**src/rtl/ttps_pkg.sv**
```systemverilog
// ----------------------------------------------------------------------------
// ttps_pkg: shared definitions for the transposition table probe store
// Field widths, operation and bound codes, the item and slot layouts and the
// mate score adjustment used by both the front and the back part.
// ----------------------------------------------------------------------------
`default_nettype none

package ttps_pkg;

  // Default number of table slots
  localparam int unsigned ENTRIES_DEF = 4096;

  // Field widths
  localparam int unsigned KEY_W   = 64;
  localparam int unsigned DEPTH_W = 8;
  localparam int unsigned PLY_W   = 8;
  localparam int unsigned SCORE_W = 24;
  localparam int unsigned KIND_W  = 2;
  localparam int unsigned MOVE_W  = 32;
  localparam int unsigned THR_W   = 23;

  // Stream and configuration port widths
  localparam int unsigned IN_TDATA_W  = 192;
  localparam int unsigned OUT_TDATA_W = 64;
  localparam int unsigned CFG_IDX_W   = 2;

  // Queue between front and back
  localparam int unsigned QUEUE_DEPTH = 2;

  // Key bits folded into the slot index per cycle (non power of two tables)
  localparam int unsigned MOD_STEP = 4;

  // Operation codes
  localparam logic FUNC_PROBE = 1'b0;
  localparam logic FUNC_STORE = 1'b1;

  // Bound kinds
  localparam logic [KIND_W-1:0] KIND_EXACT = 2'd0;
  localparam logic [KIND_W-1:0] KIND_UPPER = 2'd1;
  localparam logic [KIND_W-1:0] KIND_LOWER = 2'd2;

  // Configuration register indexes
  localparam logic [CFG_IDX_W-1:0] CFG_ENABLE   = 2'd0;
  localparam logic [CFG_IDX_W-1:0] CFG_MATE_THR = 2'd1;

  // Configuration register reset values
  localparam logic             ENABLE_RST   = 1'b1;
  localparam logic [THR_W-1:0] MATE_THR_RST = 23'd100000;

  // Score range limits, in the widened arithmetic of the mate adjustment
  localparam logic signed [26:0] SCORE_MAX_X = 27'sd8388607;
  localparam logic signed [26:0] SCORE_MIN_X = -27'sd8388608;

  // Back part states
  typedef enum logic [1:0] {
    B_CLEAR,
    B_IDLE,
    B_EVAL
  } back_state_t;

  // Configuration as seen by the front and back parts
  typedef struct packed {
    logic             enable;
    logic [THR_W-1:0] mate_threshold;
  } cfg_t;

  // One input item
  typedef struct packed {
    logic                      func;
    logic [KEY_W-1:0]          key;
    logic [DEPTH_W-1:0]        need_depth;
    logic [PLY_W-1:0]          ply;
    logic signed [SCORE_W-1:0] alpha;
    logic signed [SCORE_W-1:0] beta;
    logic signed [SCORE_W-1:0] score;
    logic [KIND_W-1:0]         kind;
    logic [MOVE_W-1:0]         move;
  } op_t;

  // One table slot
  typedef struct packed {
    logic [KEY_W-1:0]          key;
    logic signed [SCORE_W-1:0] score;
    logic [KIND_W-1:0]         kind;
    logic [DEPTH_W-1:0]        depth;
    logic [MOVE_W-1:0]         move;
  } slot_t;

  // One result item, last field in the lowest bits
  typedef struct packed {
    logic [MOVE_W-1:0]         move_out;
    logic                      key_hit;
    logic signed [SCORE_W-1:0] score_out;
    logic                      score_valid;
  } result_t;

  // Mate score adjustment. A score whose magnitude reaches the threshold has
  // its magnitude grown (store) or shrunk (probe) by the ply count, the old
  // sign reapplied (a shrink may cross zero), saturating to the score range.
  function automatic logic signed [SCORE_W-1:0] mate_adjust(
    input logic signed [SCORE_W-1:0] s,
    input logic [PLY_W-1:0]          ply,
    input logic [THR_W-1:0]          thr,
    input logic                      grow
  );
    logic signed [26:0] sx;
    logic signed [26:0] mag;
    logic signed [26:0] plyx;
    logic signed [26:0] m2;
    logic signed [26:0] r;
    logic signed [SCORE_W-1:0] res;
    sx   = {{3{s[SCORE_W-1]}}, s};
    mag  = s[SCORE_W-1] ? -sx : sx;
    plyx = $signed({19'd0, ply});
    m2   = grow ? mag + plyx : mag - plyx;
    r    = s[SCORE_W-1] ? -m2 : m2;
    if (mag < $signed({4'd0, thr})) begin
      res = s;
    end else if (r > SCORE_MAX_X) begin
      res = SCORE_MAX_X[SCORE_W-1:0];
    end else if (r < SCORE_MIN_X) begin
      res = SCORE_MIN_X[SCORE_W-1:0];
    end else begin
      res = r[SCORE_W-1:0];
    end
    return res;
  endfunction

endpackage

`default_nettype wire

```
**src/rtl/ttps_fifo.sv**
```systemverilog
// ----------------------------------------------------------------------------
// ttps_fifo: short item queue between the front and back parts
// A small register queue with a count; the head is read from registers.
// ----------------------------------------------------------------------------
`default_nettype none

module ttps_fifo #(
  parameter int unsigned WIDTH = 8,
  parameter int unsigned DEPTH = ttps_pkg::QUEUE_DEPTH
) (
  input  wire logic             clk,
  input  wire logic             rst_n,
  input  wire logic             push,
  input  wire logic [WIDTH-1:0] push_data,
  output      logic             full,
  input  wire logic             pop,
  output      logic [WIDTH-1:0] pop_data,
  output      logic             empty
);

  localparam int unsigned PW = (DEPTH > 1) ? $clog2(DEPTH) : 1;
  localparam int unsigned CW = $clog2(DEPTH + 1);

  logic [WIDTH-1:0] slot_r [DEPTH];
  logic [PW-1:0]    wr_ptr_r;
  logic [PW-1:0]    rd_ptr_r;
  logic [CW-1:0]    count_r;

  assign full     = (count_r == CW'(DEPTH));
  assign empty    = (count_r == '0);
  assign pop_data = slot_r[rd_ptr_r];

  // Storage
  always_ff @(posedge clk) begin
    if (push) begin
      slot_r[wr_ptr_r] <= push_data;
    end
  end

  // Pointers and fill count
  always_ff @(posedge clk) begin
    if (!rst_n) begin
      wr_ptr_r <= '0;
      rd_ptr_r <= '0;
      count_r  <= '0;
    end else begin
      if (push) begin
        wr_ptr_r <= (wr_ptr_r == PW'(DEPTH - 1)) ? '0 : wr_ptr_r + 1'b1;
      end
      if (pop) begin
        rd_ptr_r <= (rd_ptr_r == PW'(DEPTH - 1)) ? '0 : rd_ptr_r + 1'b1;
      end
      if (push && !pop) begin
        count_r <= count_r + 1'b1;
      end else if (pop && !push) begin
        count_r <= count_r - 1'b1;
      end
    end
  end

endmodule

`default_nettype wire

```
**config.mk**
```make
export PLATFORM = sky130hd
export DESIGN_NAME = ttps_fifo
export DESIGN_NICKNAME = d
export VERILOG_FILES = /design/src/rtl/ttps_pkg.sv /design/src/rtl/ttps_fifo.sv
export SDC_FILE = /design/constraint.sdc
export NUM_CORES = 1
export LEC_CHECK = 0
export ABC_AREA = 1
export ABC_CLOCK_PERIOD_IN_PS = 1700
export BUFFER_PORTS_ARGS = -buffer_cell sky130_fd_sc_hd__buf_2
export CORE_MARGIN = 1
export CORE_UTILIZATION = 49
export DETAILED_ROUTE_END_ITERATION = 8
export HOLD_SLACK_MARGIN = 0.12
export PLACE_DENSITY = 0.71
export SYNTH_ARGS = -nofsm -noshare
export SYNTH_HDL_FRONTEND = slang
export SYNTH_SLANG_ARGS = --single-unit
```
**constraint.sdc**
```tcl
create_clock -name clk -period 1.7 [get_ports clk]
set_clock_uncertainty 0.15 [all_clocks]
set_input_delay 0.17 -clock clk [delete_from_list [all_inputs] [get_ports clk]]
set_output_delay 0.17 -clock clk [all_outputs]
set_load 0.02 [all_outputs]
```
# == Word-level counts from Yosys, hierarchy flattened ==
# Memory sizes are Yosys's and may differ from the RTL's. A register that Yosys moved wholly into a read port is not among the register bits.
# Index checks and enable logic that the tools add are counted.
# word_totals
output_inout_bits,10
mem_bits_rw,16
register_bits,4
wordCells,23
n_memories,1
# classes
n_mux,8
add_sub_neg,4
n_eq_ne,1
n_reduce_logical,6
# memory_table
memory,depth,width,read_ports,rd_clocked_by_memory_dff,wr,line_no,source
slot_r,2,8,1,1,1,ttps_fifo.sv:24,logic [WIDTH-1:0] slot_r [DEPTH];
# op_table
operator,count
$mux 1,6
$mux 2,2
$add 1x1->1 const B,2
$add 2x1->2 const B,1
$eq 2x2->1 const B,1
$logic_and 1x1->1,2
$logic_not 1->1,2
$logic_not 2->1,1
$reduce_bool 2->1,1
$sub 2x1->2 const B,1

# == Depth between registers and ports, before layout ==
# Gate-level depths: netlist of run 1.
# logic_depth
word_depth,4
mapped_depth,8
depth_no_buf,8

# == Worst setup path after synthesis of run 1 ==
# No wires, ideal clock.
# synth_path
path_type,flip-flop to flip-flop
startpoint,register wr_ptr_r
endpoint,"memory slot_r[0][0], enable pin"
arrival_time_ps,687
path_stages_with_launch,2
synth_period_minus_slack_ps,1208
required_ps,1180
slack_ps,492
setup_ps,370
cell_sequence,dfxtp_1 nor2_1
# synth_lines
element,line_no,source
"start, declared",ttps_fifo.sv:25,logic [PW-1:0] wr_ptr_r;
"start signal, assigned",ttps_fifo.sv:48,wr_ptr_r <= (wr_ptr_r == PW'(DEPTH - 1)) ? '0 : wr_ptr_r + 1'b1;
"end, declared",ttps_fifo.sv:24,
# Straight into the memory's write port.

==> metrics list, run 1 <==
* Run status: finished, final reports clean
- Distinct cell type count of the synthesized netlist: 16
- Of the total synthesized cell area, the portion taken by AND, OR, NAND and NOR gates is 0.0793.
* Synthesized-area fraction occupied by adder cells: 0.0156
- Clock tree synthesis inserted a total of 3 buffers.
* Half-perimeter wire length of the detailed placement result: 868 µm
- Crit end category: output pin
* TritonCTS clock tree: done
* Mean post-synth cell area: 13.9 µm²
- The critical path is of the flip-flop to output pin type.
* Data arrival at the endpoint of the critical path: about 1300 ps
- Of the post-synthesis cell area, the part taken by muxes is 0.112.
- Sequential cell area: 582 µm²
- After detailed routing, the number of vias per cell comes to 4.75.
* Antenna violation net count after detailed routing: 0
* Crit share post-route: 0.923
* Count of final max-slew check failures: 0
* Root Driver: sky130_fd_sc_hd__clkbuf_4
- Walking the worst path, the cells encountered are mux2_2, buf_2.
* Share of layout cells above drive strength 1: 0.383
* Number of diodes: 0
- Routability-driven placement finished with a final weighted congestion of between 0.6 and 0.7.
* Insertion delay of the later-clocked pin in the worst-skew pair: 290 ps
- Number of sinks handled by clock tree synthesis: 21
- Deepest clock path buffer count: 2
- Multi-input logic area: 185 µm²
- Master of the slowest instance on the critical path: sky130_fd_sc_hd__dfxtp_2
- Element type at the critical path start: flip-flop
- Power spread over the standard cell area amounts to 939 nW/µm².
* Worst Max-Slew Pin Slew: 365 ps
- The via count of the first global-routing pass was 550.
- Placement row count: 14
- Dividing the detail-routed wire length by the instance count gives 11.6 µm.
* Number of failing hold endpoints at the final stage: 0
* Worst IR Drop VDD: 0.789 mV
* DRC marker count from the first detailed-route iteration: 8
- Final global-route overflow total: 0
- The initial antenna violation count is 0.
- Rel. slew slack: 0.756
* Shortest period the worst path allows: 1570 ps
- After routing, the total negative slack on setup checks comes to 0 ps.
- The final layout contains 108 nets.
- The routed design has 1280 µm of wire.
- Number of synthesized register bits: 21
* Clock transition at path regs: 110 ps
- Relative to the synthesized area, the layout overhead comes to 33.0%.
* Max-cap viol count: 0
- By area, the combinational part of the netlist is dominated by multiplexers.
- XOR/XNOR Fraction of Synth Area: 0.0109
- Die Outline Area: 1810 µm²
- Leakage power of the design: 0.459 nW
- Synth Net Count: 71
- Sequential cell area fraction in the yosys report: 0.722
- For this configuration, the core starts out at a cell density of 0.528.
- H-tree level count: 1
* Input/output buffers: 21
- The routed layout has 523 vias.
* Share of the synthesized area in compound gates (AO/OA/AOI/OAI): 0.0124
- On the worst path, the slowest cell contributes a delay of 440 ps.
- After floorplanning, the core was sized to cover about 1500 µm².
* Filler Cell Count: around 110
- Timing would allow up to 0.637 GHz.
- Final setup viols: 0
- Global-route wire length before repair: between 2000 and 2500 µm
- Final cell utilization of the core: 0.702
- After detailed routing, the number of remaining DRC violations is 0.
* Total global routing track utilization: 0.165
- Die boundary height: 42.5 µm
* Cell area after technology mapping: 805 µm²
- Die Width: 42.5 µm
* Syn Inst Count: between 50 and 60
- In this run the worst path has a maximum fanout of 8.
* Number of iterations in the first detailed-routing pass: 4
- Unrepaired setup endpoints after global routing: false
* WP data required: between 1000 and 1500 ps
* Worst hold path type: flip-flop to flip-flop
- 22 I/O pins were placed.
- Entering global routing, the biggest net connects 12 pins.
- For this run, the number of Yosys warnings is 0.
* Worst hold margin: 388 ps
[layout make-up]
| cell class | count | share of cell area |
|---|---|---|
| flip-flops and latches | 21 | 0.544 |
| repair buffers | 33 | 0.208 |
| multi-input cells | 27 | 0.173 |
| inverters | 9 | 0.0316 |
| clock buffers | 4 | 0.0246 |
| well taps | 16 | 0.0187 |
[repair_timing]
action | 4_1_cts | 5_1_grt
hold buffers | 11 | 0
setup buffers | 0 | 0
hold endpoints to repair | 21 | 0
endpoints found under the setup margin | 4 | 0
resized for setup | 1 | 0
[per-stage QoR]
step	cells	setup WS, ps	instance area [µm²]	power, mW
final	110	131	1070	1.00
after CTS	110	117	1070	1.01
after detailed placement	95	332	932	0.769
after floorplan	58	492	805	0.714
after global placement	95	336	932	0.762
after global routing	110	73.6	1070	1.05
[cell usage after synthesis (all sizes together)]
| cell type | number | share of area |
|---|---|---|
| a21oi | 1 | 0.0062 |
| buf | 1 | 0.0062 |
| dfxtp | 5 | 0.12 |
| edfxtp | 16 | 0.60 |
| ha | 1 | 0.016 |
| inv | 9 | 0.042 |
| mux2 | 8 | 0.11 |
| nand2 | 5 | 0.026 |
| nand3 | 1 | 0.0062 |
| nand4 | 1 | 0.0078 |
| nor2 | 7 | 0.033 |
| nor3 | 1 | 0.0062 |
| o21ai | 1 | 0.0062 |
| xnor2 | 1 | 0.011 |
[final timing paths]
| path | startpoint | to | slack, ps | cells after the start |
|---|---|---|---|---|
| setup reg to reg | wr_ptr_r | slot_r[0][5] | 420 | 2 |
| hold / removal | rd_ptr_r | flip-flop | 390 | 2 |
| hold reg to reg | rd_ptr_r | flip-flop | 390 | 2 |
| setup / recovery | flip-flop | pop_data[0] | 130 | 2 |
[layout by cell type, fill, tap and decap left out]
| master | netlist | routed |
|---|---|---|
| sky130_fd_sc_hd__inv_1 | 8 | 8 |
| sky130_fd_sc_hd__dlygate4sd3_1 | 0 | 11 |
| sky130_fd_sc_hd__o21ai_0 | 1 | 1 |
| sky130_fd_sc_hd__nor3_1 | 1 | 1 |
| sky130_fd_sc_hd__mux2_2 | 8 | 8 |
| sky130_fd_sc_hd__buf_2 | 1 | 21 |
| sky130_fd_sc_hd__dfxtp_2 | 0 | 1 |
| sky130_fd_sc_hd__clkbuf_1 | 0 | 1 |
| sky130_fd_sc_hd__inv_2 | 1 | 1 |
| sky130_fd_sc_hd__nor2_1 | 7 | 7 |
| sky130_fd_sc_hd__a21oi_1 | 1 | 1 |
| sky130_fd_sc_hd__ha_1 | 1 | 1 |
| sky130_fd_sc_hd__xnor2_1 | 1 | 1 |
| sky130_fd_sc_hd__buf_4 | 0 | 1 |
| sky130_fd_sc_hd__nand2_2 | 1 | 1 |
| sky130_fd_sc_hd__nand2_1 | 4 | 4 |
| sky130_fd_sc_hd__edfxtp_1 | 16 | 16 |
| sky130_fd_sc_hd__clkbuf_4 | 0 | 3 |
| sky130_fd_sc_hd__nand3_1 | 1 | 1 |
| sky130_fd_sc_hd__dfxtp_1 | 5 | 4 |
| sky130_fd_sc_hd__nand4_1 | 1 | 1 |
[registers in the layout, indices dropped and copies added, names as in the netlist, named ones only]
| name | cells |
|---|---|
| count_r | 2 |
| rd_ptr_r | 1 |
| slot_r | 16 |
| wr_ptr_r | 1 |
[metal layers]
layer | wire length, µm | GRT usage | vias up
met5 | 0 | 0 | -
met4 | 14 | 0.0750 | 0
met3 | 56 | 0.0259 | 2
met2 | 621 | 0.298 | 19
met1 | 586 | 0.191 | 235
li1 | - | - | 267
[critical path, delay by kind of cell (launching register included)]
| family | cells | cell delay, ps |
|---|---|---|
| flops | 1 | 440 |
| mux | 1 | 360 |
| buf+inv | 1 | 160 |
[cell families after synthesis]
family,Yosys count
flip-flops,21
AND/OR/NAND/NOR,15
buffers and inverters,10
multiplexers,8
AO/OA/AOI/OAI,2
XOR/XNOR,1
adder cells (fa/ha/maj),1
[report_power, final]
| group | internal [mW] | leakage (nW) | switching, mW |
|---|---|---|---|
| clock network | 0.0912 | 0.0150 | 0.137 |
| registers | 0.587 | 0.192 | 0.0197 |
| logic | 0.0803 | 0.252 | 0.0890 |
| total | 0.759 | 0.459 | 0.246 |
No activity file was read; power rests on OpenSTA's default activity.
==> inputs of run 2 (changes only) <==
CORE_ASPECT_RATIO = 1.5   (was default)
CORE_UTILIZATION = 28   (was 49)
PLACE_DENSITY = 0.44   (was 0.71)
==> metrics list, run 2 (synthesis gave the netlist of run 1 again) <==
- The run finished with clean final reports.
* Via count of the first global-routing pass: roughly 480
* Number of failing hold endpoints at the final stage: 0
- VDD sags by at most 0.425 mV.
* Met1 global-route usage: 0.0964
- In the global route stage, met3 resource usage came out at 0.0241.
- The tree is rooted in a sky130_fd_sc_hd__clkbuf_8.
- Max-cap viol count: 0
- Grouping stages by cell kind, the critical path spends the most delay in flip-flops.
* Die Width: 45.8 µm
- Crit share post-route: 0.905
- Chain of cells forming the critical path: mux2_2, buf_2
- Placement row count: 23
- The worst setup path is launched from a flip-flop.
- In the routed layout, each cell is associated on average with a via count of 3.96.
- The layer flagged by global routing as most heavily used is met2.
* Maximum cell stage delay along the critical path: roughly 450 ps
* Insertion delay of the later-clocked pin in the worst-skew pair: between 200 and 250 ps
- GR Util met2: 0.143
- For this design the top-level I/O count stands at 22.
- Together, buffers and inverters on the worst path number 1.
* Final setup viols: 0
- After floorplanning, the core was sized to cover approximately 2700 µm².
* Rel. slew slack: 0.757
* Die boundary height: 67.7 µm
- TritonCTS clock tree: done
* Power per cell area: 968 nW/µm²
* Antenna violations before repair: 0
* Number of iterations in the first detailed-routing pass: 3
- Counting the fill cells in the layout gives 302.
- Detailed-route wire length per cell: 9.28 µm
* Final wirelength: 1220 µm
* Clock transition at path regs: 70 ps
- Entering global routing, the biggest net connects 12 pins.
* Area added between synthesis and finish: 38.6%
- Total global routing track utilization: 0.0872
* Maximum frequency from static timing analysis: 0.650 GHz
- Shortest period the worst path allows: 1540 ps
- In the layout the commonest cells are sky130_fd_sc_hd__buf_2 (21), sky130_fd_sc_hd__edfxtp_1 (16), sky130_fd_sc_hd__dlygate4sd3_1 (11).
- Input/output buffers: 21
* Number of diodes: 0
* Master of the slowest instance on the critical path: sky130_fd_sc_hd__dfxtp_2
- The congestion estimate from routability-driven global placement came to 0.551.
* Worst hold path type: flip-flop to flip-flop
- STA classifies the critical path endpoint as an output pin.
- The detail route stage leaves a number of antenna-violating nets equal to 0.
- The register with the most flip-flops in the layout has 16 of them.
* Largest fanout on the critical path: 8
- The floorplan step defined a die boundary enclosing about 3100 µm².
- Of the cells placed in the final design, the portion with a size suffix greater than 1 is 0.383.
- Global-route wire length before repair: 1860 µm
* H-tree level count: 1
- DRC marker count from the first detailed-route iteration: 11
- The clock passes through at most 2 buffers.
- Post-CTS repair timing setup buffer count: 0
- Count of final max-slew check failures: 0
* Top Registers: slot_r: 16 flops, count_r: 2 flops
- Final net count: 108
- Number of sinks handled by clock tree synthesis: 21
* Leading cell type in the layout, fill and taps excluded: sky130_fd_sc_hd__buf_2
* Unrepaired setup endpoints after global routing: false
- Largest reg by FF count: slot_r
- Detailed placement finished with a half-perimeter wire length of approximately 870 µm.
- Data arrival at the endpoint of the critical path: 1220 ps
* Worst Max-Slew Pin Slew: 364 ps
* Total negative setup slack: 0 ps
- Measured on the finished design, the core utilization comes to 0.412.
* Remaining DRCs: 0
- WP data required: approximately 1400 ps
- The analysis attributes to cell leakage a power of ~0.47 nW.
- The critical path in this run is classified as flip-flop to output pin.
- Buffers inserted during clock tree synthesis total 3.
- The detailed router placed 519 vias in this run.
* Final global-route overflow total: 0
- Effective utilization at floorplan: 0.297
[run 2: cell count changes in the layout (fill, tap and decap cells not counted)]
cell                       previous run  this run
sky130_fd_sc_hd__clkbuf_8             0         3
sky130_fd_sc_hd__clkbuf_4             3         0
[run 2: tightest hold or removal path, delay by kind of cell, from the launching register on]
family           cells  cell delay [ps]
flip-flops           1              320
AND/OR/NAND/NOR      2              150
[run 2: final timing paths]
check / slack [ps] / depth (start not counted) / from / end
worst max-delay path: 160 / 2 / flip-flop / pop_data[2]
worst min-delay path: 370 / 2 / wr_ptr_r / wr_ptr_r
worst max register to register: 450 / 2 / wr_ptr_r / slot_r[0][6]
worst min register to register: 370 / 2 / wr_ptr_r / wr_ptr_r
[run 2: repair_timing]
item	CTS	global route
resized for setup	0	1
endpoints found under the setup margin	0	8
hold buffers	11	0
endpoints found under the hold margin	21	0
[run 2: metrics by stage]
step / power, mW / setup WS (ps) / hold WS [ps] / instance area [µm²] / instances
after global placement: 0.766 / 281 / 210 / 958 / 116
after detailed placement: 0.769 / 283 / 211 / 958 / 116
after floorplan: 0.714 / 492 / 119 / 805 / 58
after global routing: 1.14 / 113 / 400 / 1110 / 131
final: 1.08 / 162 / 368 / 1110 / 131
after CTS: 1.09 / 5.16 / 369 / 1110 / 131
[run 2: power by group]
| group | switching (mW) | internal, mW | total (mW) |
|---|---|---|---|
| sequential | 0.0198 | 0.588 | 0.608 |
| combinational | 0.0870 | 0.0803 | 0.167 |
| clock | 0.138 | 0.166 | 0.304 |
[run 2: final cells by class]
type                       count  area (µm²)  share of cell area
tap                           37        46.3              0.0415
clock buffer                   4        45.0              0.0404
multi-input combinational     27         185               0.166
inverter                       9        33.8              0.0303
timing repair buffer          33         223               0.200
sequential                    21         582               0.522
[run 2: routing by layer]
layer  wire, µm  vias up
met5          0        -
met3         54        2
li1           -      267
met4         10        0
met2        602       15
met1        549      235
