--- config.mk ---
export PLATFORM = sky130hd
export DESIGN_NAME = ttps_front
export DESIGN_NICKNAME = d
export VERILOG_FILES = /design/src/rtl/ttps_pkg.sv /design/src/rtl/ttps_front.sv
export SDC_FILE = /design/constraint.sdc
export NUM_CORES = 1
export LEC_CHECK = 0
export BUFFER_PORTS_ARGS = -buffer_cell sky130_fd_sc_hd__buf_4
export CAP_MARGIN = 20
export CORE_AREA = 2 2 161 163
export CTS_CLUSTER_DIAMETER = 150
export CTS_CLUSTER_SIZE = 14
export DETAILED_ROUTE_END_ITERATION = 8
export DIE_AREA = 0 0 163 165
export GPL_ROUTABILITY_DRIVEN = 0
export GPL_TIMING_DRIVEN = 1
export PLACE_DENSITY = 0.76
export SKIP_LAST_GASP = 1
export SLEW_MARGIN = 10
export SYNTH_ARGS = -nofsm -noshare
export SYNTH_HDL_FRONTEND = slang
export SYNTH_SLANG_ARGS = --single-unit
export TNS_END_PERCENT = 5
--- constraint.sdc ---
create_clock -name clk -period 7.92 [get_ports clk]
set_input_delay 1.584 -clock clk [delete_from_list [all_inputs] [get_ports clk]]
set_output_delay 1.584 -clock clk [all_outputs]
set_load 0.01 [all_outputs]
--- src/rtl/ttps_pkg.sv ---
// ----------------------------------------------------------------------------
// ttps_pkg: shared definitions for the transposition table probe store
// Field widths, operation and bound codes, the item and slot layouts and the
// mate score adjustment used by both the front and the back part.
// ----------------------------------------------------------------------------
`default_nettype none

package ttps_pkg;

  // Default number of table slots
  localparam int unsigned ENTRIES_DEF = 4096;

  // Field widths
  localparam int unsigned KEY_W   = 64;
  localparam int unsigned DEPTH_W = 8;
  localparam int unsigned PLY_W   = 8;
  localparam int unsigned SCORE_W = 24;
  localparam int unsigned KIND_W  = 2;
  localparam int unsigned MOVE_W  = 32;
  localparam int unsigned THR_W   = 23;

  // Stream and configuration port widths
  localparam int unsigned IN_TDATA_W  = 192;
  localparam int unsigned OUT_TDATA_W = 64;
  localparam int unsigned CFG_IDX_W   = 2;

  // Queue between front and back
  localparam int unsigned QUEUE_DEPTH = 2;

  // Key bits folded into the slot index per cycle (non power of two tables)
  localparam int unsigned MOD_STEP = 4;

  // Operation codes
  localparam logic FUNC_PROBE = 1'b0;
  localparam logic FUNC_STORE = 1'b1;

  // Bound kinds
  localparam logic [KIND_W-1:0] KIND_EXACT = 2'd0;
  localparam logic [KIND_W-1:0] KIND_UPPER = 2'd1;
  localparam logic [KIND_W-1:0] KIND_LOWER = 2'd2;

  // Configuration register indexes
  localparam logic [CFG_IDX_W-1:0] CFG_ENABLE   = 2'd0;
  localparam logic [CFG_IDX_W-1:0] CFG_MATE_THR = 2'd1;

  // Configuration register reset values
  localparam logic             ENABLE_RST   = 1'b1;
  localparam logic [THR_W-1:0] MATE_THR_RST = 23'd100000;

  // Score range limits, in the widened arithmetic of the mate adjustment
  localparam logic signed [26:0] SCORE_MAX_X = 27'sd8388607;
  localparam logic signed [26:0] SCORE_MIN_X = -27'sd8388608;

  // Back part states
  typedef enum logic [1:0] {
    B_CLEAR,
    B_IDLE,
    B_EVAL
  } back_state_t;

  // Configuration as seen by the front and back parts
  typedef struct packed {
    logic             enable;
    logic [THR_W-1:0] mate_threshold;
  } cfg_t;

  // One input item
  typedef struct packed {
    logic                      func;
    logic [KEY_W-1:0]          key;
    logic [DEPTH_W-1:0]        need_depth;
    logic [PLY_W-1:0]          ply;
    logic signed [SCORE_W-1:0] alpha;
    logic signed [SCORE_W-1:0] beta;
    logic signed [SCORE_W-1:0] score;
    logic [KIND_W-1:0]         kind;
    logic [MOVE_W-1:0]         move;
  } op_t;

  // One table slot
  typedef struct packed {
    logic [KEY_W-1:0]          key;
    logic signed [SCORE_W-1:0] score;
    logic [KIND_W-1:0]         kind;
    logic [DEPTH_W-1:0]        depth;
    logic [MOVE_W-1:0]         move;
  } slot_t;

  // One result item, last field in the lowest bits
  typedef struct packed {
    logic [MOVE_W-1:0]         move_out;
    logic                      key_hit;
    logic signed [SCORE_W-1:0] score_out;
    logic                      score_valid;
  } result_t;

  // Mate score adjustment. A score whose magnitude reaches the threshold has
  // its magnitude grown (store) or shrunk (probe) by the ply count, the old
  // sign reapplied (a shrink may cross zero), saturating to the score range.
  function automatic logic signed [SCORE_W-1:0] mate_adjust(
    input logic signed [SCORE_W-1:0] s,
    input logic [PLY_W-1:0]          ply,
    input logic [THR_W-1:0]          thr,
    input logic                      grow
  );
    logic signed [26:0] sx;
    logic signed [26:0] mag;
    logic signed [26:0] plyx;
    logic signed [26:0] m2;
    logic signed [26:0] r;
    logic signed [SCORE_W-1:0] res;
    sx   = {{3{s[SCORE_W-1]}}, s};
    mag  = s[SCORE_W-1] ? -sx : sx;
    plyx = $signed({19'd0, ply});
    m2   = grow ? mag + plyx : mag - plyx;
    r    = s[SCORE_W-1] ? -m2 : m2;
    if (mag < $signed({4'd0, thr})) begin
      res = s;
    end else if (r > SCORE_MAX_X) begin
      res = SCORE_MAX_X[SCORE_W-1:0];
    end else if (r < SCORE_MIN_X) begin
      res = SCORE_MIN_X[SCORE_W-1:0];
    end else begin
      res = r[SCORE_W-1:0];
    end
    return res;
  endfunction

endpackage

`default_nettype wire

--- src/rtl/ttps_front.sv ---
// ----------------------------------------------------------------------------
// ttps_front: item intake and classification
// Holds each accepted item, works out its slot index (key modulo the entry
// count) and the stored form of a store's score, then queues it.
// ----------------------------------------------------------------------------
`default_nettype none

module ttps_front #(
  parameter int unsigned ENTRIES = ttps_pkg::ENTRIES_DEF,
  localparam int unsigned IDX_W  = $clog2(ENTRIES),
  localparam int unsigned QW     = $bits(ttps_pkg::op_t) + IDX_W
) (
  input  wire logic                clk,
  input  wire logic                rst_n,
  input  wire logic                in_valid,
  output      logic                in_ready,
  input  wire ttps_pkg::op_t       in_op,
  input  wire ttps_pkg::cfg_t      cfg,
  input  wire logic                clear_done,
  output      logic                q_push,
  output      logic [QW-1:0]       q_data,
  input  wire logic                q_full
);

  localparam bit POW2 = ((ENTRIES & (ENTRIES - 1)) == 0);

  ttps_pkg::op_t    hold_op_r;
  logic             hold_valid_r;
  logic             idx_ready;
  logic [IDX_W-1:0] idx;
  logic             accept;
  ttps_pkg::op_t    q_op;

  // Handshake: a held item goes once its index is known and the queue has room
  assign q_push   = hold_valid_r && idx_ready && !q_full;
  assign in_ready = clear_done && (!hold_valid_r || q_push);
  assign accept   = in_valid && in_ready;

  // Holding register
  always_ff @(posedge clk) begin
    if (!rst_n) begin
      hold_valid_r <= 1'b0;
    end else if (accept) begin
      hold_valid_r <= 1'b1;
    end else if (q_push) begin
      hold_valid_r <= 1'b0;
    end
  end

  always_ff @(posedge clk) begin
    if (accept) begin
      hold_op_r <= in_op;
    end
  end

  // Slot index
  generate
    if (POW2) begin : g_mask
      // Power of two table: the low key bits are the index
      assign idx       = hold_op_r.key[IDX_W-1:0];
      assign idx_ready = 1'b1;
    end else begin : g_fold
      // Other sizes: fold the key in MSB first, a few bits a cycle, keeping
      // the running remainder below the entry count.
      localparam int unsigned RW     = IDX_W + 1;
      localparam int unsigned DIGITS = ttps_pkg::KEY_W / ttps_pkg::MOD_STEP;
      localparam int unsigned CNT_W  = $clog2(DIGITS);

      logic [RW-1:0]             rem_r;
      logic [RW-1:0]             rem_nxt;
      logic [ttps_pkg::KEY_W-1:0] key_sh_r;
      logic [CNT_W-1:0]          cnt_r;
      logic                      busy_r;

      always_comb begin
        rem_nxt = rem_r;
        for (int i = 0; i < int'(ttps_pkg::MOD_STEP); i++) begin
          rem_nxt = {rem_nxt[IDX_W-1:0], key_sh_r[ttps_pkg::KEY_W-1-i]};
          if (rem_nxt >= RW'(ENTRIES)) begin
            rem_nxt = rem_nxt - RW'(ENTRIES);
          end
        end
      end

      always_ff @(posedge clk) begin
        if (!rst_n) begin
          busy_r <= 1'b0;
        end else if (accept) begin
          busy_r <= 1'b1;
        end else if (busy_r && cnt_r == CNT_W'(DIGITS - 1)) begin
          busy_r <= 1'b0;
        end
      end

      always_ff @(posedge clk) begin
        if (accept) begin
          rem_r    <= '0;
          key_sh_r <= in_op.key;
          cnt_r    <= '0;
        end else if (busy_r) begin
          rem_r    <= rem_nxt;
          key_sh_r <= key_sh_r << ttps_pkg::MOD_STEP;
          cnt_r    <= cnt_r + 1'b1;
        end
      end

      assign idx       = rem_r[IDX_W-1:0];
      assign idx_ready = !busy_r;
    end
  endgenerate

  // A store carries its score already in stored form
  always_comb begin
    q_op = hold_op_r;
    if (hold_op_r.func == ttps_pkg::FUNC_STORE) begin
      q_op.score = ttps_pkg::mate_adjust(hold_op_r.score, hold_op_r.ply,
                                         cfg.mate_threshold, 1'b1);
    end
  end

  assign q_data = {idx, q_op};

endmodule

`default_nettype wire

# ---- Word level (Yosys, flattened, before mapping)
# Cells that the tools add are included.
dict set report word_totals {
  reg_bits 188
  output_inout_bits 201
}
dict set report classes {
  add_sub_neg 3
  magnitude_cmp 3
  n_mux 8
  n_reduce_logical 7
}
# cell count
set ops {}
lappend ops {{$mux W24} 4}
lappend ops {{$mux W27} 2}
lappend ops {{$add A27 B9 Y27} 1}
lappend ops {{$gt A27 B24 Y1 const B} 1}
lappend ops {{$lt A27 B24 Y1} 1}
lappend ops {{$lt A27 B24 Y1 const B} 1}
lappend ops {{$neg A24 Y27} 1}
lappend ops {{$neg A27 Y27} 1}
lappend ops {{$logic_and A1 B1 Y1} 3}
lappend ops {{$logic_not A1 Y1} 2}
lappend ops {{$mux W1} 2}
lappend ops {{$reduce_bool A2 Y1} 1}
lappend ops {{$logic_or A1 B1 Y1} 1}

# ---- Depth between registers and ports, before layout
# Gate-level depths: netlist of the first run.
dict set report depth {
  depth_word 10
  ltp_mapped 22
  ltp_nobuf 17
}

# ---- Worst setup path after synthesis of the first run
# No wires, ideal clock.
dict set report synth_timing {
  path_type {reg2out}
  from {register hold_op_r[57] (netlist bit)}
  to {output port q_data[46]}
  t_arrival_ps 5744
  setup_slack_ps 592
  stages_incl_launch_ff 21
  path_buffers 6
  path_cell_list {edfxtp_1 > buf_1 > clkbuf_1 > clkbuf_1 > buf_1 > clkbuf_1 > o31ai_1 > xnor2_1 > ha_1 > a21o_1 > a221oi_1 > o21ai_0 > a21oi_1 > a41oi_1 > o41ai_1 > nand4_1 > nor3_2 > mux2i_1 > buf_6 > a211oi_1 > a21o_1}
}
dict set report synth_between {
  elab_chain_cells 10
  elab_cells_between_ends 12
}
# element line
set synth_lines {}
lappend synth_lines {{start: declaration} ttps_front.sv:27} ;# ttps_pkg::op_t hold_op_r;
lappend synth_lines {{start signal: assignment} ttps_front.sv:52} ;# hold_op_r <= in_op;
lappend synth_lines {{$neg A24 Y27} ttps_pkg.sv:113} ;# mag = s[SCORE_W-1] ? -sx : sx;
lappend synth_lines {{$mux W27} ttps_pkg.sv:113}
lappend synth_lines {{$add A27 B9 Y27} ttps_pkg.sv:115} ;# m2 = grow ? mag + plyx : mag - plyx;
lappend synth_lines {{$neg A27 Y27} ttps_pkg.sv:116} ;# r = s[SCORE_W-1] ? -m2 : m2;
lappend synth_lines {{$mux W27} ttps_pkg.sv:116}
lappend synth_lines {{$lt A27 B24 Y1} ttps_pkg.sv:121} ;# end else if (r < SCORE_MIN_X) begin
lappend synth_lines {{$mux W24} ttps_pkg.sv:121}
lappend synth_lines {{$mux W24} ttps_pkg.sv:119} ;# end else if (r > SCORE_MAX_X) begin
lappend synth_lines {{$mux W24 (*)} ttps_pkg.sv:117} ;# if (mag < $signed({4'd0, thr})) begin
lappend synth_lines {{$mux W24 (*)} ttps_front.sv:115} ;# if (hold_op_r.func == ttps_pkg::FUNC_STORE) begin
lappend synth_lines {{end: declaration} ttps_front.sv:21} ;# output logic [QW-1:0] q_data,
# Mark *: on every way between the ends. The rest lies on a longest branch, timed or not.

# ---- Final worst setup path of the first run
dict set report layout_timing {
  from {register hold_op_r[34] (netlist bit)}
  to {output port q_data[35]}
}
dict set report layout_between {
  elab_chain_cells 10
  elab_cells_between_ends 12
}
# element line
set layout_lines {}
lappend layout_lines {{$neg A24 Y27} ttps_pkg.sv:113}
lappend layout_lines {{$mux W27 (*)} ttps_pkg.sv:113}
lappend layout_lines {{$add A27 B9 Y27} ttps_pkg.sv:115}
lappend layout_lines {{$neg A27 Y27} ttps_pkg.sv:116}
lappend layout_lines {{$mux W27} ttps_pkg.sv:116}
lappend layout_lines {{$lt A27 B24 Y1} ttps_pkg.sv:121}
lappend layout_lines {{$mux W24} ttps_pkg.sv:121}
lappend layout_lines {{$mux W24} ttps_pkg.sv:119}
lappend layout_lines {{$mux W24 (*)} ttps_pkg.sv:117}
lappend layout_lines {{$mux W24 (*)} ttps_front.sv:115}
# Marks and branches as above.

==> results_dict.tcl, run 1 <==
set metrics [dict create \
    drt_iter0_markers 420 \
    whs_ns 0.514 \
    chipWidth_um 163 \
    routed_via_density 4.99 \
    leakagePower_uw 0.00553 \
    tns_ns 0 \
    clock_path_buffers 2 \
    netlist_instances 836 \
    rsz0062_at_grt "false" \
    fin_area_um2 13100 \
    path_class "flop to primary output" \
    dp_hpwl_mm 23.1 \
    n_fill_cell 2204 \
    num_rows 58 \
    drt-total-wl_mm 28.8 \
    synth_xor_area_frac 0.0472 \
    placedInstanceArea_um2 12400 \
    cts_hold_buf 0 \
    layout_commonest_cell "buf_4" \
    first_pass_iters 5 \
    fin_nets 1330 \
    grt_usage 0.208 \
    layout_common_cells "426 x buf_4, 187 x edfxtp_1, 44 x nand2_1" \
    synthSimpleGateAreaFrac 0.0907 \
    postLayoutCoreUtil 0.522 \
    layout-drive-gt1-share 0.447 \
    syn_avg_cell_area_um2 12.2 \
    core_area_um2 25000 \
    htreeDepth 4 \
    endpoint_kind "primary output" \
    cap_violations 0 \
    first_global_vias 7030 \
    die_area_um2 26900 \
    worst_ep_required_time_ns 6.34 \
    fin_crit_sh 0.961 \
    vias 7123 \
    grt_pass1_wl_mm 41.4 \
    synth.top_cell.area_share 0.552 \
    synth_area_leaders "edfxtp_1 55%, buf_4 13%, ha_1 4.2%" \
    ant_nets 0 \
    path_max_fanout 15 \
    portBuffers 415 \
    fin_worst_skew_ns 0.0299 \
    ys_seq_area_frac 0.554 \
    ys.flop_type "edfxtp_1" \
    status "complete, no violations" \
    cts_tree "done" \
    synth_compound_area_frac 0.105 \
    yosysTopAreaCell "edfxtp_1" \
    tightest_slew_ns 1.08 \
    ys_warn_count 0 \
    avgRoutedWirePerCell_um 20.2 \
    ys_seq_elements 188 \
    fin_cells 1427 \
    cts.sinks 188 \
    cp.arrival_ns 6.03 \
    timing.final.hold_violations 0 \
    clock_latency_ns 0.44 \
    clk_pin_slew_worst_paths_ns 0.09 \
    placedCellCount 1389 \
    power_density_nw_per_um2 192 \
    hold_path_class "flop to flop" \
    antenna_found_initial 10 \
    gr-total-overflow 0 \
    pin_count 417 \
    start_util 0.407 \
    max_slew_margin 0.278 \
    synth-adder-area-share 0.0438 \
    syn_to_final_growth_pct 28.4 \
    synthArstFlopShare 0 \
    cts_buffers 17 \
    die_height_um 165 \
    synth_edf_count 187 \
    synthMuxAreaShare 0.00516 \
    fmaxAchievable_mhz 131 \
    grt_max_degree 106 \
    period_minus_slack_ns 7.61 \
    synth_top_family_by_area "buffers and inverters" \
    cts_root_buffer "clkbuf_16" \
    slew_viol_final 0 \
    ir_drop_v 0.000176 \
    synthesis.nets 1087 \
    setup_viol 0 \
    drcViolationCount 0 \
    synth_cell_types 70 \
    syn_area_um2 10200 \
    cp-start-kind "flop" \
]
Yosys cell counts, types with 11 or more instances:
library cell,n
nand2_1,44
nand4_1,11
xor2_1,21
a21o_1,25
nor2_1,22
xnor2_1,32
o21ai_1,11
edfxtp_1,187
o21ai_0,18
ha_1,34
a21oi_1,18
buf_4,175
clkbuf_1,20
nand3_1,14
inv_1,37
path summary, 6_finish.rpt:
kind	start	endpoint	slack [ns]	depth (start not counted)
setup / recovery	hold_op_r[34]	q_data[35]	0.31	19
hold / removal	hold_valid_r	hold_valid_r	0.51	2
setup reg to reg	hold_valid_r	q_data[124]	5.24	5
hold reg to reg	hold_valid_r	hold_valid_r	0.51	2
worst max-delay path, cell delays in order, from the launching register on:
cell and delay, ns:
edfxtp_1 0.52, inv_1 0.10, ha_1 0.16, or3b_2 0.61, o31ai_1 0.29, xnor2_1 0.17, ha_1 0.44, nand2_1 0.07
o21ai_0 0.27, a41o_1 0.28, nand3_1 0.13, or4b_1 0.60, o41ai_4 0.12, nand4_1 0.39, nor3_2 0.27, mux2i_1 0.22
buf_4 0.27, or2_1 0.35, o21ai_1 0.17, buf_4 0.17
cell type report:
type	instances	area, µm²	area share
diodes	5	12.5	0.000958
clock buffers	17	425	0.0326
clock inverters	15	221	0.0169
inverters	39	154	0.0118
multi-input cells	407	3010	0.230
flip-flops and latches	188	5640	0.431
well taps	330	413	0.0316
repair buffers	426	3200	0.245
cell families (layout without fill, tap and decap cells):
kind of cell               count (synthesis)  count (layout)
AOI/OAI and AO/OA                        144             144
xor gates and xnor gates                  54              54
adders and majority gates                 35              35
buffers and inverters                    241             497
DFF                                      188             188
muxes                                      5               5
other                                      0               5
and+or+nand+nor                          169             169
metal layers:
layer | global-route usage | vias up | wire length, µm
met2 | 0.366 | 348 | 15000
met3 | 0.0937 | 46 | 3270
met1 | 0.223 | 3348 | 9810
li1 | - | 3367 | -
met4 | 0.0720 | 14 | 683
met5 | 0 | - | 81
state kept, by name (all words and copies together) (netlist names):
| register | count |
|---|---|
| hold_op_r | 24 |
| q_data | 163 |
| hold_valid_r | 1 |
per-stage QoR:
step	setup WS (ns)	power, µW
2_1_floorplan	0.592	1440
3_3_place_gp	0.428	1610
4_1_cts	0.136	2530
5_1_grt	0.0166	2610
3_5_place_dp	0.318	1620
6_report	0.308	2500
report_power, final:
part	switching [µW]	internal, µW
combinational	214	212
sequential	23.3	1150
clock	462	446
repair_timing:
item                                    CTS  global route
endpoints found under the setup margin   11            20
buffers inserted                          0             1
gates resized for setup                   1             3
(Power assumes the default switching activity.)
==> run 2: changes to the inputs <==
--- a/config.mk
+++ b/config.mk
@@ -6,7 +6,6 @@
 export NUM_CORES = 1
 export LEC_CHECK = 0
 export BUFFER_PORTS_ARGS = -buffer_cell sky130_fd_sc_hd__buf_4
-export CAP_MARGIN = 20
 export CORE_AREA = 2 2 161 163
 export CTS_CLUSTER_DIAMETER = 150
 export CTS_CLUSTER_SIZE = 14
@@ -15,6 +14,7 @@
 export GPL_ROUTABILITY_DRIVEN = 0
 export GPL_TIMING_DRIVEN = 1
 export PLACE_DENSITY = 0.76
+export RECOVER_POWER = 100
 export SKIP_LAST_GASP = 1
 export SLEW_MARGIN = 10
 export SYNTH_ARGS = -nofsm -noshare
==> results_dict.tcl, run 2 (synthesized netlist as in run 1, its figures left out) <==
set metrics [dict create \
    status "finished, violations left" \
    violations "max-capacitance violations, max-slew violations" \
    num_rows 58 \
    whs_ns 0.515 \
    fin_area_um2 12300 \
    layout_commonest_cell "clkbuf_1" \
    first_global_vias 7030 \
    drt-total-wl_mm 28.9 \
    period_minus_slack_ns 7.56 \
    hold_path_class "flop to flop" \
    htreeDepth 4 \
    chipWidth_um 163 \
    die_height_um 165 \
    antenna_found_initial 11 \
    leakagePower_uw 0.00478 \
    routed_via_density 5.00 \
    endpoint_kind "primary output" \
    avgRoutedWirePerCell_um 20.2 \
    drcViolationCount 0 \
    fin_nets 1330 \
    grt_max_degree 106 \
    largest_reg_flops 163 \
    layout-drive-gt1-share 0.266 \
    ir_drop_v 0.000181 \
    cap_violations 1 \
    drt_iter0_markers 388 \
    portBuffers 415 \
    setup_viol 0 \
    total_power_uw 2460 \
    cts_root_buffer "clkbuf_16" \
    tns_ns 0 \
    placedCellCount 1389 \
    cts_hold_buf 0 \
    clk_pin_slew_worst_paths_ns 0.09 \
    cts_buffers 17 \
    fin_cells 1425 \
    worstHoldPathCells 2 \
    vias 7128 \
    start_util 0.407 \
    first_pass_iters 5 \
    cts_tree "done" \
    path_class "flop to primary output" \
    tightest_slew_ns 4.36 \
    grt_usage 0.208 \
    fmaxAchievable_mhz 132 \
    max_slew_margin -1.92 \
    grt_pass1_wl_mm 41.4 \
    dp_hpwl_mm 23.1 \
    fin_worst_skew_ns 0.0256 \
    path_max_fanout 15 \
    clock_latency_ns 0.44 \
    syn_to_final_growth_pct 20.9 \
    rsz0062_at_grt "false" \
    slew_viol_final 106 \
    cp-start-kind "flop" \
    fin_crit_sh 0.955 \
    ant_nets 0 \
    layout_common_cells "192 x clkbuf_1, 187 x edfxtp_1, 182 x clkbuf_4" \
    cts.sinks 188 \
    die_area_um2 26900 \
    gr-total-overflow 0 \
    worst_ep_required_time_ns 6.34 \
    reg2reg_depth 5 \
    cp.arrival_ns 5.98 \
    placedInstanceArea_um2 12400 \
    power_density_nw_per_um2 200 \
    core_area_um2 25000 \
    clock_path_buffers 2 \
    timing.final.hold_violations 0 \
    pin_count 417 \
]
run 2: what timing repair did:
action | 4_1_cts | 5_1_grt
endpoints found under the hold margin | 0 | 0
setup endpoints to repair | 11 | 20
buffers inserted | 0 | 1
resized for setup | 1 | 3
run 2: power by group:
group	internal [µW]	switching [µW]	leakage (µW)
Sequential	1150	22.4	0.00176
Clock	446	461	0.000310
Combinational	171	213	0.00271
run 2: critical path, cell delays in order (launching register included):
cell and delay [ns]:
edfxtp_1 0.52, inv_1 0.10, ha_1 0.16, or3b_2 0.61, o31ai_1 0.30, xnor2_1 0.17
ha_1 0.44, nand2_1 0.08, o21ai_0 0.27, a41o_1 0.28, nand3_1 0.13, or4b_1 0.59
o41ai_4 0.12, nand4_1 0.39, nor3_2 0.26, mux2i_1 0.22, buf_4 0.25, or2_1 0.33
o21ai_1 0.17, clkbuf_1 0.16
run 2: final timing paths:
check	from	to	slack, ns
min reg2reg	hold_valid_r	hold_valid_r	0.51
min	hold_valid_r	hold_valid_r	0.51
max	hold_op_r[34]	q_data[35]	0.36
max reg2reg	hold_valid_r	q_data[124]	1.81
run 2: metal layers:
layer	routed length, µm	global-route usage
met4	688	0.0720
met5	111	0
met2	14800	0.366
met1	10000	0.223
met3	3230	0.0937
run 2: cell type report:
| type | instances | area (µm²) |
|---|---|---|
| flip-flops and latches | 188 | 5640 |
| diodes | 3 | 7.51 |
| fillers | 2397 | 12700 |
| clock buffers | 17 | 425 |
| repair buffers | 426 | 2480 |
| well taps | 330 | 413 |
| inverters | 39 | 148 |
| multi-input cells | 407 | 2980 |
| clock inverters | 15 | 221 |
run 2: metrics by stage:
stage / util / worst slack [ns]
floorplan: - / 0.592
global route: 0.491 / 0.0605
finish: 0.492 / 0.356
detailed placement: 0.494 / 0.318
global placement: 0.494 / 0.428
CTS: 0.520 / 0.136
